==> config.mk <==
export PLATFORM = sky130hd
export DESIGN_NAME = kcv_ctrl
export DESIGN_NICKNAME = d
export VERILOG_FILES = /design/src/design/kcv_pkg.sv /design/src/design/kcv_ctrl.sv
export SDC_FILE = /design/constraint.sdc
export NUM_CORES = 1
export LEC_CHECK = 0
export BUFFER_PORTS_ARGS = -buffer_cell sky130_fd_sc_hd__buf_2
export CORE_UTILIZATION = 50
export CTS_CLUSTER_SIZE = 14
export DETAILED_ROUTE_END_ITERATION = 8
export PLACE_DENSITY = 0.74
export SLEW_MARGIN = 0
export SYNTH_ARGS = -nofsm -noshare
export SYNTH_HDL_FRONTEND = slang
export SYNTH_SLANG_ARGS = --single-unit
==> constraint.sdc <==
create_clock -name clk_i -period 2.3 [get_ports clk_i]
set_input_delay 0.345 -clock clk_i [delete_from_list [all_inputs] [get_ports clk_i]]
set_output_delay 0.345 -clock clk_i [all_outputs]
set_load 0.02 [all_outputs]
==> src/design/kcv_pkg.sv <==
// ----------------------------------------------------------------------------
// kcv_pkg: shared types and constants for the 3D constant-velocity filter
// Fixed-point widths, datapath command/status structs and register indexes.
// ----------------------------------------------------------------------------
package kcv_pkg;

  // Q16.16 state words; ports are 32 bits and match the state width
  localparam int DW  = 32;
  localparam int FB  = 16;
  localparam int MW  = DW + 1;       // magnitude of a difference of two state words
  localparam int PW  = 2 * MW;       // full product / sum-of-squares width
  localparam int QW  = 64;           // divider numerator and quotient width
  localparam int DVW = DW + 2;       // divider denominator width
  localparam int RW  = PW / 2;       // square root result width
  localparam int SW  = DW + 8;       // headroom for multi-operand sums
  localparam int JW  = 31;           // gate and step limit register width
  localparam int CW  = 32;           // config data width
  localparam int CIW = 2;            // config index width

  // config register indexes
  localparam logic [CIW-1:0] REG_PNOISE = 2'd0;
  localparam logic [CIW-1:0] REG_MNOISE = 2'd1;
  localparam logic [CIW-1:0] REG_MJUMP  = 2'd2;
  localparam logic [CIW-1:0] REG_MSTEP  = 2'd3;

  // config reset values
  localparam logic [CW-1:0] PNOISE_RST = 32'd655;
  localparam logic [CW-1:0] MNOISE_RST = 32'd6554;
  localparam logic [JW-1:0] MJUMP_RST  = 31'd3276800;
  localparam logic [JW-1:0] MSTEP_RST  = 31'd655360;

  // axis selects
  localparam logic [1:0] AX_X = 2'd0;
  localparam logic [1:0] AX_Y = 2'd1;
  localparam logic [1:0] AX_Z = 2'd2;

  // multiplier operand selection
  typedef enum logic [3:0] {
    M_NONE, M_SQD, M_JMP, M_STP, M_KPD, M_KVD, M_KVPV, M_KPPP, M_KPPV, M_DSTEP
  } msel_e;

  // where the registered product goes
  typedef enum logic [2:0] {
    W_NONE, W_ACCL, W_ACC, W_EPOS, W_EVEL, W_VV, W_PP, W_PV
  } wsel_e;

  // single-cycle datapath actions
  typedef enum logic [3:0] {
    A_NONE, A_SEED, A_PRED, A_DIFF_M, A_REJECT, A_DIVKP, A_KPSAVE, A_DIVKV,
    A_KVSAVE, A_DIFF_F, A_SQRT, A_NRMSAVE, A_DIVSTP, A_STPSAVE, A_COMMIT
  } act_e;

  typedef struct packed {
    act_e        act;
    msel_e       msel;
    logic [1:0]  max;   // axis for the multiplier / action
    wsel_e       wsel;
    logic [1:0]  wax;   // axis for the product write-back
  } cmd_t;

  typedef struct packed {
    logic seeded;
    logic acc_lt_prod;
    logic prod_lt_acc;
    logic s_pos;
    logic div_busy;
    logic sqrt_busy;
    logic out_free;
  } stat_t;

endpackage

==> src/design/kcv_ctrl.sv <==
// ----------------------------------------------------------------------------
// kcv_ctrl: filter sequencer
// Walks seed / predict / gate / correct / clamp and issues datapath commands.
// ----------------------------------------------------------------------------
module kcv_ctrl (
  input  logic            clk_i,
  input  logic            rst_ni,
  input  logic            in_valid_i,
  input  kcv_pkg::stat_t  stat_i,
  output kcv_pkg::cmd_t   cmd_o,
  output logic            busy_o
);
  import kcv_pkg::*;

  typedef enum logic [4:0] {
    S_IDLE, S_SEED, S_PRED, S_DIFFM, S_SQ0, S_SQ1, S_SQ2, S_SQL, S_CMP,
    S_SCHK, S_DIVKP, S_WKP, S_DIVKV, S_WKV, S_CKP, S_CKV, S_CVV, S_CPP,
    S_CPV, S_CPW, S_DIFFF, S_ROOT, S_WROOT, S_SMUL, S_SDIV, S_SWAIT, S_COMMIT
  } state_e;

  state_e     state_q;
  logic [1:0] axis_q;
  logic       phase_q;  // 0: gate check, 1: step clamp check

  // sequencing
  always_ff @(posedge clk_i or negedge rst_ni) begin
    if (!rst_ni) begin
      state_q <= S_IDLE;
      axis_q  <= AX_X;
      phase_q <= 1'b0;
    end else begin
      case (state_q)
        S_IDLE:   if (in_valid_i) state_q <= stat_i.seeded ? S_PRED : S_SEED;
        S_SEED:   state_q <= S_COMMIT;
        S_PRED: begin
          phase_q <= 1'b0;
          state_q <= S_DIFFM;
        end
        S_DIFFM:  state_q <= S_SQ0;
        S_SQ0:    state_q <= S_SQ1;
        S_SQ1:    state_q <= S_SQ2;
        S_SQ2:    state_q <= S_SQL;
        S_SQL:    state_q <= S_CMP;
        S_CMP: begin
          if (!phase_q) state_q <= stat_i.acc_lt_prod ? S_SCHK : S_DIFFF;
          else state_q <= stat_i.prod_lt_acc ? S_ROOT : S_COMMIT;
        end
        S_SCHK:   state_q <= stat_i.s_pos ? S_DIVKP : S_DIFFF;
        S_DIVKP:  state_q <= S_WKP;
        S_WKP:    if (!stat_i.div_busy) state_q <= S_DIVKV;
        S_DIVKV:  state_q <= S_WKV;
        S_WKV: begin
          if (!stat_i.div_busy) begin
            axis_q  <= AX_X;
            state_q <= S_CKP;
          end
        end
        S_CKP:    state_q <= S_CKV;
        S_CKV: begin
          if (axis_q == AX_Z) begin
            state_q <= S_CVV;
          end else begin
            axis_q  <= axis_q + 2'd1;
            state_q <= S_CKP;
          end
        end
        S_CVV:    state_q <= S_CPP;
        S_CPP:    state_q <= S_CPV;
        S_CPV:    state_q <= S_CPW;
        S_CPW:    state_q <= S_DIFFF;
        S_DIFFF: begin
          phase_q <= 1'b1;
          state_q <= S_SQ0;
        end
        S_ROOT:   state_q <= S_WROOT;
        S_WROOT: begin
          if (!stat_i.sqrt_busy) begin
            axis_q  <= AX_X;
            state_q <= S_SMUL;
          end
        end
        S_SMUL:   state_q <= S_SDIV;
        S_SDIV:   state_q <= S_SWAIT;
        S_SWAIT: begin
          if (!stat_i.div_busy) begin
            if (axis_q == AX_Z) begin
              state_q <= S_COMMIT;
            end else begin
              axis_q  <= axis_q + 2'd1;
              state_q <= S_SMUL;
            end
          end
        end
        S_COMMIT: if (stat_i.out_free) state_q <= S_IDLE;
        default:  state_q <= S_IDLE;
      endcase
    end
  end

  // command decode
  always_comb begin
    cmd_o.act  = A_NONE;
    cmd_o.msel = M_NONE;
    cmd_o.max  = axis_q;
    cmd_o.wsel = W_NONE;
    cmd_o.wax  = axis_q;
    case (state_q)
      S_SEED:  cmd_o.act = A_SEED;
      S_PRED:  cmd_o.act = A_PRED;
      S_DIFFM: cmd_o.act = A_DIFF_M;
      S_SQ0: begin
        cmd_o.msel = M_SQD;
        cmd_o.max  = AX_X;
      end
      S_SQ1: begin
        cmd_o.msel = M_SQD;
        cmd_o.max  = AX_Y;
        cmd_o.wsel = W_ACCL;
      end
      S_SQ2: begin
        cmd_o.msel = M_SQD;
        cmd_o.max  = AX_Z;
        cmd_o.wsel = W_ACC;
      end
      S_SQL: begin
        cmd_o.msel = phase_q ? M_STP : M_JMP;
        cmd_o.wsel = W_ACC;
      end
      S_CMP:   if (!phase_q && !stat_i.acc_lt_prod) cmd_o.act = A_REJECT;
      S_DIVKP: cmd_o.act = A_DIVKP;
      S_WKP:   if (!stat_i.div_busy) cmd_o.act = A_KPSAVE;
      S_DIVKV: cmd_o.act = A_DIVKV;
      S_WKV:   if (!stat_i.div_busy) cmd_o.act = A_KVSAVE;
      S_CKP: begin
        cmd_o.msel = M_KPD;
        if (axis_q != AX_X) begin
          cmd_o.wsel = W_EVEL;
          cmd_o.wax  = axis_q - 2'd1;
        end
      end
      S_CKV: begin
        cmd_o.msel = M_KVD;
        cmd_o.wsel = W_EPOS;
      end
      S_CVV: begin
        cmd_o.msel = M_KVPV;
        cmd_o.wsel = W_EVEL;
      end
      S_CPP: begin
        cmd_o.msel = M_KPPP;
        cmd_o.wsel = W_VV;
      end
      S_CPV: begin
        cmd_o.msel = M_KPPV;
        cmd_o.wsel = W_PP;
      end
      S_CPW:   cmd_o.wsel = W_PV;
      S_DIFFF: cmd_o.act = A_DIFF_F;
      S_ROOT:  cmd_o.act = A_SQRT;
      S_WROOT: if (!stat_i.sqrt_busy) cmd_o.act = A_NRMSAVE;
      S_SMUL:  cmd_o.msel = M_DSTEP;
      S_SDIV:  cmd_o.act = A_DIVSTP;
      S_SWAIT: if (!stat_i.div_busy) cmd_o.act = A_STPSAVE;
      S_COMMIT: if (stat_i.out_free) cmd_o.act = A_COMMIT;
      default: cmd_o.act = A_NONE;
    endcase
  end

  assign busy_o = state_q != S_IDLE;

endmodule

# ---- Word level (Yosys, flattened, before mapping)
# Index checks and enable logic that the tools add are counted.
dict set report totals {
  ff_bits 8
  memories 0
  latch_bits 0
  rom_bits 0
  mem_bits_rw 0
  inputBits 10
}
dict set report op_classes {
  reduce_logical 13
  order_cmp 0
  addsub 2
  n_mul 0
  muxes 33
  n_eq_ne 33
  bitwise 0
  shift 0
  div 0
}
# operator n
set ops {}
lappend ops {{$pmux 5 s26} 1}
lappend ops {{$pmux 4 s14} 1}
lappend ops {{$eq 5x5->1 const B} 11}
lappend ops {{$mux 5} 11}
lappend ops {{$eq 5x4->1 const B} 8}
lappend ops {{$pmux 4 s8} 1}
lappend ops {{$mux 4} 6}
lappend ops {{$pmux 3 s8} 1}
lappend ops {{$eq 5x3->1 const B} 4}
lappend ops {{$mux 2} 6}
lappend ops {{$ne 2x2->1 const B} 6}
lappend ops {{$eq 5x2->1 const B} 2}
lappend ops {{$pmux 2 s4} 1}
lappend ops {{$mux 3} 2}
lappend ops {{$pmux 2 s3} 1}
lappend ops {{$reduce_and 6->1} 1}
lappend ops {{$eq 5x1->1 const B} 1}
lappend ops {{$logic_not 5->1} 1}
lappend ops {{$reduce_bool 5->1} 1}
lappend ops {{$reduce_and 4->1} 1}
lappend ops {{$reduce_bool 2->1} 2}
lappend ops {{$reduce_bool 4->1} 1}
lappend ops {{$reduce_or 2->1} 2}
lappend ops {{$reduce_or 3->1} 1}
lappend ops {{other kinds (7)} 8}

# ---- Depth between registers and ports, before layout
# Gate-level depths: netlist of the first run.
dict set report logic_depth {
  word_depth 4
  depth_mapped 7
  ltp_nobuf 7
}

# ---- Worst setup path before layout of the first run
# No wires, ideal clock.
dict set report synth_path {
  path_type {register -> output}
  from {reg state_q[4]}
  to {out cmd_o[12] (netlist bit)}
  slack_ns 0.343
  required_time_ns 1.955
  arrival_ns 1.612
  path_stages_with_launch 8
  n_path_buf 2
  cell_sequence {dfrtp_1 -> buf_6 -> buf_2 -> inv_1 -> nor2_1 -> o2bb2ai_1 -> o211ai_1 -> o21ai_0}
}
# item line_no
set synth_rtl {}
lappend synth_rtl {{start, declared} kcv_ctrl.sv:21} ;# state_e state_q;
lappend synth_rtl {{start signal, assigned} kcv_ctrl.sv:33} ;# S_IDLE: if (in_valid_i) state_q <= stat_i.seeded ? S_PRED : S_SEED;
lappend synth_rtl {{start signal, assigned} kcv_ctrl.sv:45} ;# if (!phase_q) state_q <= stat_i.acc_lt_prod ? S_SCHK : S_DIFFF;
lappend synth_rtl {{start signal, assigned} kcv_ctrl.sv:46} ;# else state_q <= stat_i.prod_lt_acc ? S_ROOT : S_COMMIT;
lappend synth_rtl {{end, declared} kcv_ctrl.sv:10} ;# output kcv_pkg::cmd_t cmd_o,

==> results of run 1 <==
## final cells by class
class / count / share of cell area (%)
Multi-Input combinational cell: 158 / 65.2
Timing Repair Buffer: 40 / 15.6
Sequential cell: 8 / 13.5
Tap cell: 30 / 2.43
Inverter: 8 / 1.94
Clock buffer: 3 / 1.46
## layout by cell type, fill, tap and decap left out, types with 4 or more instances in the layout
master and instances:
dfrtp_1 4, mux2_2 4, a21oi_1 15, o21ai_0 13, buf_4 14, inv_1 7
o211ai_1 5, buf_2 25, nand3_1 7, nand2b_1 10, nand2_1 19, nor3_1 5
nor2_1 20, o22ai_1 6
## worst max path at each step
stage | startpoint | endpoint | cells past startpoint
after floorplan | state_q[4]$_DFFE_PN0P_ | cmd_o[12] | 7
after global routing | state_q[4]$_DFFE_PN0P_ | cmd_o[13] | 6
after global placement | state_q[1]$_DFFE_PN0P_ | state_q[1]$_DFFE_PN0P_ | 5
after CTS | state_q[3]$_DFFE_PN0P_ | cmd_o[11] | 6
after detailed placement | state_q[1]$_DFFE_PN0P_ | state_q[1]$_DFFE_PN0P_ | 5
final | state_q[2]$_DFFE_PN0P_ | cmd_o[13] | 6
## per-layer routing
layer	up-vias	GRT usage [%]	part of all wire (%)
met5	-	0	0
met4	0	9.65	2.1
met3	11	3.16	9.3
met2	94	52.3	47
met1	723	46.5	42
li1	753	-	-
## state kept, by name, indices dropped and copies added, names as in the netlist
name and flops:
axis_q 2, phase_q 1, state_q 5
## stage by stage
| stage | area, um2 | utilization, % | TNS [ns] | hold WS (ns) |
|---|---|---|---|---|
| after floorplan | 1310 | - | 0 | 0.0494 |
| after global placement | 1490 | 60.0 | 0 | 0.197 |
| after detailed placement | 1490 | 60.0 | 0 | 0.194 |
| after CTS | 1530 | 61.7 | 0 | 0.465 |
| after global routing | 1540 | 62.3 | -0.0234 | 0.476 |
| final | 1540 | 62.3 | 0 | 0.469 |
## synth_stat cells (2+ instances only)
cell      count
a211o_1       2
a211oi_1      3
a21oi_1      15
a221oi_1      2
a32oi_1       3
and3_1        2
buf_1         3
buf_2         8
buf_6         2
dfrtp_1       8
ha_1          3
inv_1         7
mux2_2        4
mux2i_1       2
nand2_1      19
nand2b_1     11
nand3_1       7
nor2_1       20
nor2b_1       5
nor3_1        7
o211ai_1      5
o21ai_0      13
o22ai_1       6
## power groups by stage
stage               registers, mW  clock network [mW]  logic [mW]
floorplan                   0.265                   0        1.51
global placement            0.384                   0        1.93
detailed placement          0.388                   0        1.95
CTS                         0.390               0.103        1.97
global route                0.426               0.113        2.18
finish                      0.409              0.0992        2.02
## critical path, cell delays in order (launching register included)
cell,delay [ns]
dfrtp_4,0.57
or2_2,0.41
nor2_1,0.21
o21ai_0,0.15
nand4_1,0.12
nand3_1,0.08
buf_2,0.16
## logic make-up (layout without fill, tap and decap cells)
logic type      Yosys count  after routing  synth area share (%)
compound gates           64             64                  33.0
fa+ha+maj                 3              3                  2.88
flops                     8              8                  15.3
mux                       6              6                  4.99
buf+inv                  23             51                  8.92
xor+xnor                  3              3                  2.59
simple gates             82             82                  32.3
## what timing repair did
action                                 CTS  global route
endpoints found under the hold margin    8             0
cloned                                   0             0
hold buffers                             1             0
setup endpoints to repair                4             5
pin swaps                                0             0
gates resized for setup                  4             6
==> flow_metrics.env, run 1 <==
export IMPL_p_int_mw=1.09
export IMPL_clock_sinks=8
export IMPL_track_usage_pct=32.9
export IMPL_synthTopCellsByArea="dfrtp_1 15%, a21oi_1 5.8%, nor2_1 5.8%"
export IMPL_layout_area_seq_um2=208
export IMPL_ios=26
export IMPL_fin_cells=247
export IMPL_drc=0
export IMPL_synthArstFlopShare_pct=100
export IMPL_drt_initial_drc_count=96
export IMPL_yosysSeqAreaShare_pct=15.3
export IMPL_clk_path_buf_depth=2
export IMPL_drt_wl_total_mm=4.34
export IMPL_p_total_mw=2.52
export IMPL_finalCritPeriodShare_pct=99.4
export IMPL_port_buffers=25
export IMPL_setup_viol=0
export IMPL_ff2ff_setup_slack_ns=0.26
export IMPL_r2r_end="state_q[4]$_DFFE_PN0P_"
export IMPL_worst_slack_ns=0.0135
export IMPL_synth_edf_count=0
export IMPL_grt_pass1_vias=1354
export IMPL_cp_end_kind="primary output"
export IMPL_grt_max_degree=22
export IMPL_skew_ns=0.00248
export IMPL_grt_setup_unrepaired="true"
export IMPL_seqPwrFrac_pct=16.2
export IMPL_wl_per_cell_um=17.6
export IMPL_die_w_um=53.1
export IMPL_nFillCells=238
export IMPL_syn_avg_cell_area_um2=6.90
export IMPL_netSwitchingFraction_pct=56.7
export IMPL_dp_slack_ns=0.120
export IMPL_rr_worst_depth=5
export IMPL_critPathMaxFanout=18
export IMPL_drt_pass1_iterations=4
export IMPL_relSlewSlack_pct=76.0
export IMPL_fp_dieH_um=53.1
export IMPL_fp_dieArea_um2=2820
export IMPL_yosysTopAreaCellShare_pct=15.3
export IMPL_synth_net_count=202
export IMPL_fin_crit_ns=2.29
export IMPL_clk_pin_slew_worst_paths_ns=0.05
export IMPL_fin_nets=232
export IMPL_clk_latency_ns=0.24
export IMPL_p_clk_share_pct=3.9
export IMPL_h_tree_depth=1
export IMPL_yosysWarnings=0
export IMPL_dp_cells=243
export IMPL_drive_gt1_share_pct=28.1
export IMPL_start_kind="flop"
export IMPL_worstReg2RegStart="state_q[1]$_DFFE_PN0P_"
export IMPL_drv_cap=0
export IMPL_clock_fmax_mhz=437
export IMPL_dpl_hpwl_mm=3.25
export IMPL_antenna_found_initial=0
export IMPL_cts_tree="built"
export IMPL_drv_slew=0
export IMPL_n_antenna_cell=0
export IMPL_syn_inst=189
export IMPL_core_area_um2=2480
export IMPL_required_ns=1.96
export IMPL_power_switching_mw=1.43
export IMPL_ant_nets=0
export IMPL_grt_pass1_wl_mm=6.68
export IMPL_vias=1581
export IMPL_post_drt_via_cell_ratio=6.40
export IMPL_power_leakage_nw=0.662
export IMPL_multi_input_area_um2=1010
export IMPL_rows=18
export IMPL_outcome="finished clean"
export IMPL_numCtsBuffers=3
export IMPL_powerDensity_nw_per_um2=1640
export IMPL_syn_area_um2=1310
export IMPL_cts_setup_buffers=0
export IMPL_combPwrFrac_pct=79.9
export IMPL_hold_viol_final=0
export IMPL_synthToLayoutAreaGrowth_pct=18.3
export IMPL_cts_root_buf="clkbuf_4"
export IMPL_tightest_slew_ns=0.358
export IMPL_synth_seq_cells=8
export IMPL_start_util_pct=52.7
export IMPL_grt_remaining_overflow=0
export IMPL_synth_ff_type="dfrtp_1"
export IMPL_min_path_type="input port to asynchronous set/reset pin"
export IMPL_routabilityCongestion=0.986
export IMPL_crit_type="flop to primary output"
export IMPL_post_synth_top_area_cell="dfrtp_1"
export IMPL_ys_types=55
export IMPL_worstPathArrival_ns=1.94
export IMPL_irDropWorstVdd_v=0.00128
Note: power is estimated with default switching activity, not from simulation.
==> inputs of run 2 (changes only) <==
--- a/config.mk
+++ b/config.mk
@@ -6,10 +6,12 @@
 export NUM_CORES = 1
 export LEC_CHECK = 0
 export BUFFER_PORTS_ARGS = -buffer_cell sky130_fd_sc_hd__buf_2
-export CORE_UTILIZATION = 50
+export CELL_PAD_IN_SITES_DETAIL_PLACEMENT = 1
+export CELL_PAD_IN_SITES_GLOBAL_PLACEMENT = 1
+export CORE_UTILIZATION = 39
 export CTS_CLUSTER_SIZE = 14
 export DETAILED_ROUTE_END_ITERATION = 8
-export PLACE_DENSITY = 0.74
+export PLACE_DENSITY_LB_ADDON = 0.1
 export SLEW_MARGIN = 0
 export SYNTH_ARGS = -nofsm -noshare
 export SYNTH_HDL_FRONTEND = slang
==> flow_metrics.env, run 2 (synthesis gave the netlist of run 1 again) <==
export IMPL_critPathMaxFanout=8
export IMPL_dpl_hpwl_mm=3.87
export IMPL_clock_sinks=8
export IMPL_layout_area_seq_um2=203
export IMPL_irDropWorstVdd_v=0.000708
export IMPL_gr_usage_met2_pct=50.2
export IMPL_clk_latency_ns=0.27
export IMPL_largest_register_ffs=5
export IMPL_tns_ns=0
export IMPL_cts_tree="built"
export IMPL_power_leakage_nw=0.692
export IMPL_n_antenna_cell=0
export IMPL_grt_max_degree=22
export IMPL_drive_gt1_share_pct=27.9
export IMPL_tightest_slew_ns=0.337
export IMPL_required_ns=1.96
export IMPL_cp_end_kind="primary output"
export IMPL_cts_root_buf="clkbuf_4"
export IMPL_mostFrequentLayoutCell="buf_2"
export IMPL_use_met1_pct=39.2
export IMPL_final_cell_mix="25 x buf_2, 19 x nor2_1, 19 x nand2_1, 19 x buf_4, 15 x a21oi_1"
export IMPL_vias=1578
export IMPL_antenna_found_initial=0
export IMPL_numCtsBuffers=3
export IMPL_start_kind="flop"
export IMPL_nFillCells=428
export IMPL_use_met3_pct=3.90
export IMPL_relSlewSlack_pct=77.4
export IMPL_clk_pin_slew_worst_paths_ns=0.06
export IMPL_synthToLayoutAreaGrowth_pct=22.2
export IMPL_min_path_type="input port to asynchronous set/reset pin"
export IMPL_max_stage_delay_ns=0.46
export IMPL_wl_per_cell_um=18.8
export IMPL_fin_crit_ns=2.23
export IMPL_grt_pass1_wl_mm=7.74
export IMPL_worstReg2RegStart="state_q[4]$_DFFE_PN0P_"
export IMPL_hold_viol_final=0
export IMPL_grt_remaining_overflow=0
export IMPL_routabilityCongestion=0.872
export IMPL_drc=0
export IMPL_clk_path_buf_depth=2
export IMPL_ant_nets=0
export IMPL_core_area_um2=3100
export IMPL_grt_setup_unrepaired="false"
export IMPL_rows=20
export IMPL_dp_slack_ns=0.178
export IMPL_skew_ns=0.000912
export IMPL_ios=26
export IMPL_start_util_pct=42.1
export IMPL_drt_wl_total_mm=5.01
export IMPL_grt_busiest_layer="met2"
export IMPL_port_buffers=25
export IMPL_die_w_um=59.8
export IMPL_fin_nets=237
export IMPL_clock_fmax_mhz=449
export IMPL_drt_initial_drc_count=127
export IMPL_fp_dieArea_um2=3580
export IMPL_h_tree_depth=1
export IMPL_stdcell_area_um2=1600
export IMPL_worst_slack_ns=0.0708
export IMPL_finalCritPeriodShare_pct=96.9
export IMPL_dpl_cell_area_um2=1530
export IMPL_crit_top_cell="buf_4"
export IMPL_drt_pass1_iterations=4
export IMPL_track_usage_pct=29.8
export IMPL_crit_path_top_delay_cell="dfrtp_2"
export IMPL_setup_viol=0
export IMPL_outcome="finished clean"
export IMPL_powerDensity_nw_per_um2=1660
export IMPL_crit_type="flop to primary output"
export IMPL_post_drt_via_cell_ratio=5.93
export IMPL_drv_cap=0
export IMPL_crit_chain="buf_4, nand2b_1, buf_4, o21ai_0, a32oi_1, o221ai_1, buf_2"
export IMPL_fp_dieH_um=59.8
export IMPL_multi_input_area_um2=1010
export IMPL_worstPathArrival_ns=1.88
export IMPL_drv_slew=0
export IMPL_grt_pass1_vias=1560
export IMPL_regMostFlops="state_q"
export IMPL_top_regs="state_q: 5 flops, axis_q: 2 flops, phase_q: 1 flops"
export IMPL_startpoint="state_q[4]$_DFFE_PN0P_"
[run 2: critical path, delay by kind of cell, from the launching register on]
kind | cells | cell delay (ns)
DFF | 1 | 0.46
buffers and inverters | 3 | 0.55
and+or+nand+nor | 1 | 0.16
AOI/OAI and AO/OA | 3 | 0.44
[run 2: timing repair]
action | CTS | global route
resized for setup | 3 | 5
buffers inserted | 0 | 2
hold endpoints to repair | 8 | 0
setup endpoints to repair | 3 | 3
hold buffers | 1 | 0
[run 2: power breakdown]
part	switching, mW	total (mW)	internal, mW
clock	0.0554	0.116	0.0602
sequential	0.113	0.327	0.214
combinational	1.34	2.20	0.862
[run 2: through the flow]
step / total power [mW] / std cells / utilization [%] / hold WS [ns]
after floorplan: 1.78 / 189 / - / 0.0494
after global placement: 2.38 / 260 / 49.2 / 0.195
after detailed placement: 2.44 / 260 / 49.2 / 0.206
after CTS: 2.58 / 264 / 50.4 / 0.460
after global routing: 2.83 / 266 / 51.4 / 0.487
final: 2.65 / 266 / 51.4 / 0.454
[run 2: layout make-up]
cell class | instances | share of cell area, %
repair buffers | 45 | 17.4
well taps | 44 | 3.45
flip-flops and latches | 8 | 12.7
multi-input cells | 158 | 63.1
inverters | 8 | 1.88
clock buffers | 3 | 1.41
[run 2: layer usage]
metal  vias to the layer above  share of wire [%]
li1                        764                  -
met1                       752                 45
met2                        50                 48
met3                        12                4.2
met4                         0                2.1
met5                         -                  0
[run 2: worst paths after layout]
| path | endpoint | slack (ns) | cells past startpoint |
|---|---|---|---|
| max in group asynchronous | state_q[4]$_DFFE_PN0P_ | 1.65 | 2 |
| max reg2reg | state_q[2]$_DFFE_PN0P_ | 0.23 | 6 |
| min reg2reg | axis_q[0]$_DFFE_PN0P_ | 0.59 | 1 |
| min | state_q[0]$_DFFE_PN0P_ | 0.45 | 2 |
| max | cmd_o[14] | 0.07 | 7 |
| min in group clk_i | state_q[0]$_DFFE_PN0P_ | 0.51 | 5 |
==> inputs of run 3 (changes only) <==
--- a/config.mk
+++ b/config.mk
@@ -5,13 +5,16 @@
 export SDC_FILE = /design/constraint.sdc
 export NUM_CORES = 1
 export LEC_CHECK = 0
+export ABC_CLOCK_PERIOD_IN_PS = 2300
 export BUFFER_PORTS_ARGS = -buffer_cell sky130_fd_sc_hd__buf_2
 export CELL_PAD_IN_SITES_DETAIL_PLACEMENT = 1
 export CELL_PAD_IN_SITES_GLOBAL_PLACEMENT = 1
+export CORE_MARGIN = 2
 export CORE_UTILIZATION = 39
 export CTS_CLUSTER_SIZE = 14
 export DETAILED_ROUTE_END_ITERATION = 8
 export PLACE_DENSITY_LB_ADDON = 0.1
+export RECOVER_POWER = 100
 export SLEW_MARGIN = 0
 export SYNTH_ARGS = -nofsm -noshare
 export SYNTH_HDL_FRONTEND = slang
==> flow_metrics.env, run 3 (synthesis gave the netlist of run 1 again) <==
export IMPL_dpl_hpwl_mm=3.79
export IMPL_max_stage_delay_ns=0.40
export IMPL_multi_input_area_um2=993
export IMPL_wl_per_cell_um=18.5
export IMPL_port_buffers=25
export IMPL_grt_pass1_vias=1480
export IMPL_h_tree_depth=1
export IMPL_start_kind="flop"
export IMPL_seqPwrFrac_pct=13.1
export IMPL_fin_nets=232
export IMPL_outcome="finished clean"
export IMPL_critPathMaxFanout=29
export IMPL_powerDensity_nw_per_um2=1650
export IMPL_routabilityCongestion=0.948
export IMPL_cts_setup_buffers=0
export IMPL_antenna_found_initial=0
export IMPL_final_cell_mix="19 x nor2_1, 19 x nand2_1, 16 x buf_2, 15 x a21oi_1, 13 x o21ai_0"
export IMPL_clk_path_buf_depth=2
export IMPL_grt_busiest_layer="met2"
export IMPL_timing_hold_ws_ns=0.539
export IMPL_use_met3_pct=2.90
export IMPL_skew_ns=0.00103
export IMPL_dpl_cell_area_um2=1530
export IMPL_ios=26
export IMPL_nFillCells=446
export IMPL_required_ns=1.96
export IMPL_combPwrFrac_pct=82.8
export IMPL_power_switching_mw=1.48
export IMPL_tightest_slew_ns=0.488
export IMPL_start_util_pct=39.7
export IMPL_drt_pass1_iterations=4
export IMPL_crit_chain="buf_12, or2_1, a211oi_2, nor2_1, o22ai_1, clkbuf_2"
export IMPL_clock_sinks=8
export IMPL_largest_register_ffs=5
export IMPL_fp_dieArea_um2=3820
export IMPL_grt_setup_unrepaired="false"
export IMPL_ant_nets=0
export IMPL_drt_initial_drc_count=108
export IMPL_clk_pin_slew_worst_paths_ns=0.05
export IMPL_use_met1_pct=39.0
export IMPL_drv_cap=0
export IMPL_cp_end_kind="primary output"
export IMPL_layout_area_seq_um2=204
export IMPL_track_usage_pct=27.9
export IMPL_final_util_pct=47.7
export IMPL_fp_dieH_um=61.8
export IMPL_core_area_um2=3280
export IMPL_n_antenna_cell=0
export IMPL_cts_tree="built"
export IMPL_min_path_type="input port to asynchronous set/reset pin"
export IMPL_p_int_mw=1.11
export IMPL_vias=1565
export IMPL_cts_root_buf="clkbuf_4"
export IMPL_power_leakage_nw=0.644
export IMPL_rows=21
export IMPL_path_delay_family="compound AO/OA/AOI/OAI gates"
export IMPL_stdcell_area_um2=1570
export IMPL_relSlewSlack_pct=67.4
export IMPL_fin_crit_ns=2.23
export IMPL_clk_latency_ns=0.25
export IMPL_p_clk_share_pct=4.1
export IMPL_grt_pass1_wl_mm=7.78
export IMPL_top_regs="state_q: 5 flops, axis_q: 2 flops, phase_q: 1 flops"
export IMPL_crit_type="flop to primary output"
export IMPL_setup_viol=0
export IMPL_post_drt_via_cell_ratio=5.95
export IMPL_clock_fmax_mhz=449
export IMPL_regMostFlops="state_q"
export IMPL_drive_gt1_share_pct=24.9
export IMPL_grt_remaining_overflow=0
export IMPL_gr_usage_met2_pct=45.6
export IMPL_numCtsBuffers=3
export IMPL_drv_slew=0
export IMPL_worstPathArrival_ns=1.88
export IMPL_finalCritPeriodShare_pct=96.8
export IMPL_netSwitchingFraction_pct=57.1
export IMPL_grt_max_degree=30
export IMPL_crit_path_top_delay_cell="dfrtp_1"
export IMPL_irDropWorstVdd_v=0.000832
export IMPL_drt_wl_total_mm=4.87
export IMPL_die_w_um=61.8
export IMPL_tns_ns=0
export IMPL_hold_viol_final=0
export IMPL_critPathBufInv=2
export IMPL_drc=0
export IMPL_synthToLayoutAreaGrowth_pct=19.9
-- run 3: cell types whose count changed in the layout (fill, tap and decap cells not counted), moves of 2 or more --
cell | previous run | this run
clkbuf_1 | 0 | 4
buf_2 | 25 | 16
buf_4 | 19 | 11
buf_12 | 0 | 2
clkbuf_2 | 0 | 6
-- run 3: power by group through the flow --
stage | Clock, mW | Combinational [mW] | Sequential (mW)
after global routing | 0.116 | 2.34 | 0.353
after detailed placement | 0 | 2.14 | 0.331
after global placement | 0 | 2.10 | 0.330
final | 0.107 | 2.14 | 0.338
after CTS | 0.111 | 2.15 | 0.331
after floorplan | 0 | 1.51 | 0.265
-- run 3: final timing paths --
check / from / slack [ns] / to / cells after the start
max: state_q[2]$_DFFE_PN0P_ / 0.07 / cmd_o[7] / 6
min: rst_ni / 0.54 / phase_q$_DFFE_PN0P_ / 2
max reg2reg: state_q[2]$_DFFE_PN0P_ / 0.12 / axis_q[0]$_DFFE_PN0P_ / 6
min reg2reg: axis_q[0]$_DFFE_PN0P_ / 0.60 / axis_q[0]$_DFFE_PN0P_ / 1
max in group asynchronous: rst_ni / 1.43 / state_q[4]$_DFFE_PN0P_ / 2
min in group clk_i: stat_i[4] / 0.57 / state_q[0]$_DFFE_PN0P_ / 5
-- run 3: layout make-up --
| cell class | count | area share (%) |
|---|---|---|
| multi-input cells | 158 | 63.5 |
| repair buffers | 40 | 16.5 |
| flip-flops and latches | 8 | 13.0 |
| well taps | 46 | 3.68 |
| inverters | 8 | 1.92 |
| clock buffers | 3 | 1.44 |
-- run 3: routing by layer --
metal  up-vias  share of wire [%]
met5         -                  0
met2        46                 49
li1        751                  -
met1       758                 45
met4         0                1.8
met3        10                4.1
-- run 3: worst register-to-register path, delay by kind of cell, from the launching register on --
kind | cells | cell delay [ns]
compound gates | 1 | 0.29
buf+inv | 1 | 0.17
flops | 1 | 0.40
mux | 1 | 0.37
simple gates | 3 | 0.83
-- run 3: stage by stage --
step / worst slack [ns] / power [mW] / instances
after floorplan: 0.343 / 1.78 / 189
after global placement: 0.221 / 2.42 / 259
after detailed placement: 0.215 / 2.47 / 259
after CTS: 0.0146 / 2.60 / 263
after global routing: 0.000964 / 2.80 / 263
final: 0.0726 / 2.59 / 263
-- run 3: timing repair --
| item | in CTS | in global routing |
|---|---|---|
| endpoints found under the setup margin | 1 | 7 |
| hold buffers | 1 | 0 |
| pin swaps | 0 | 0 |
| resized for setup | 2 | 7 |
| hold endpoints to repair | 8 | 0 |
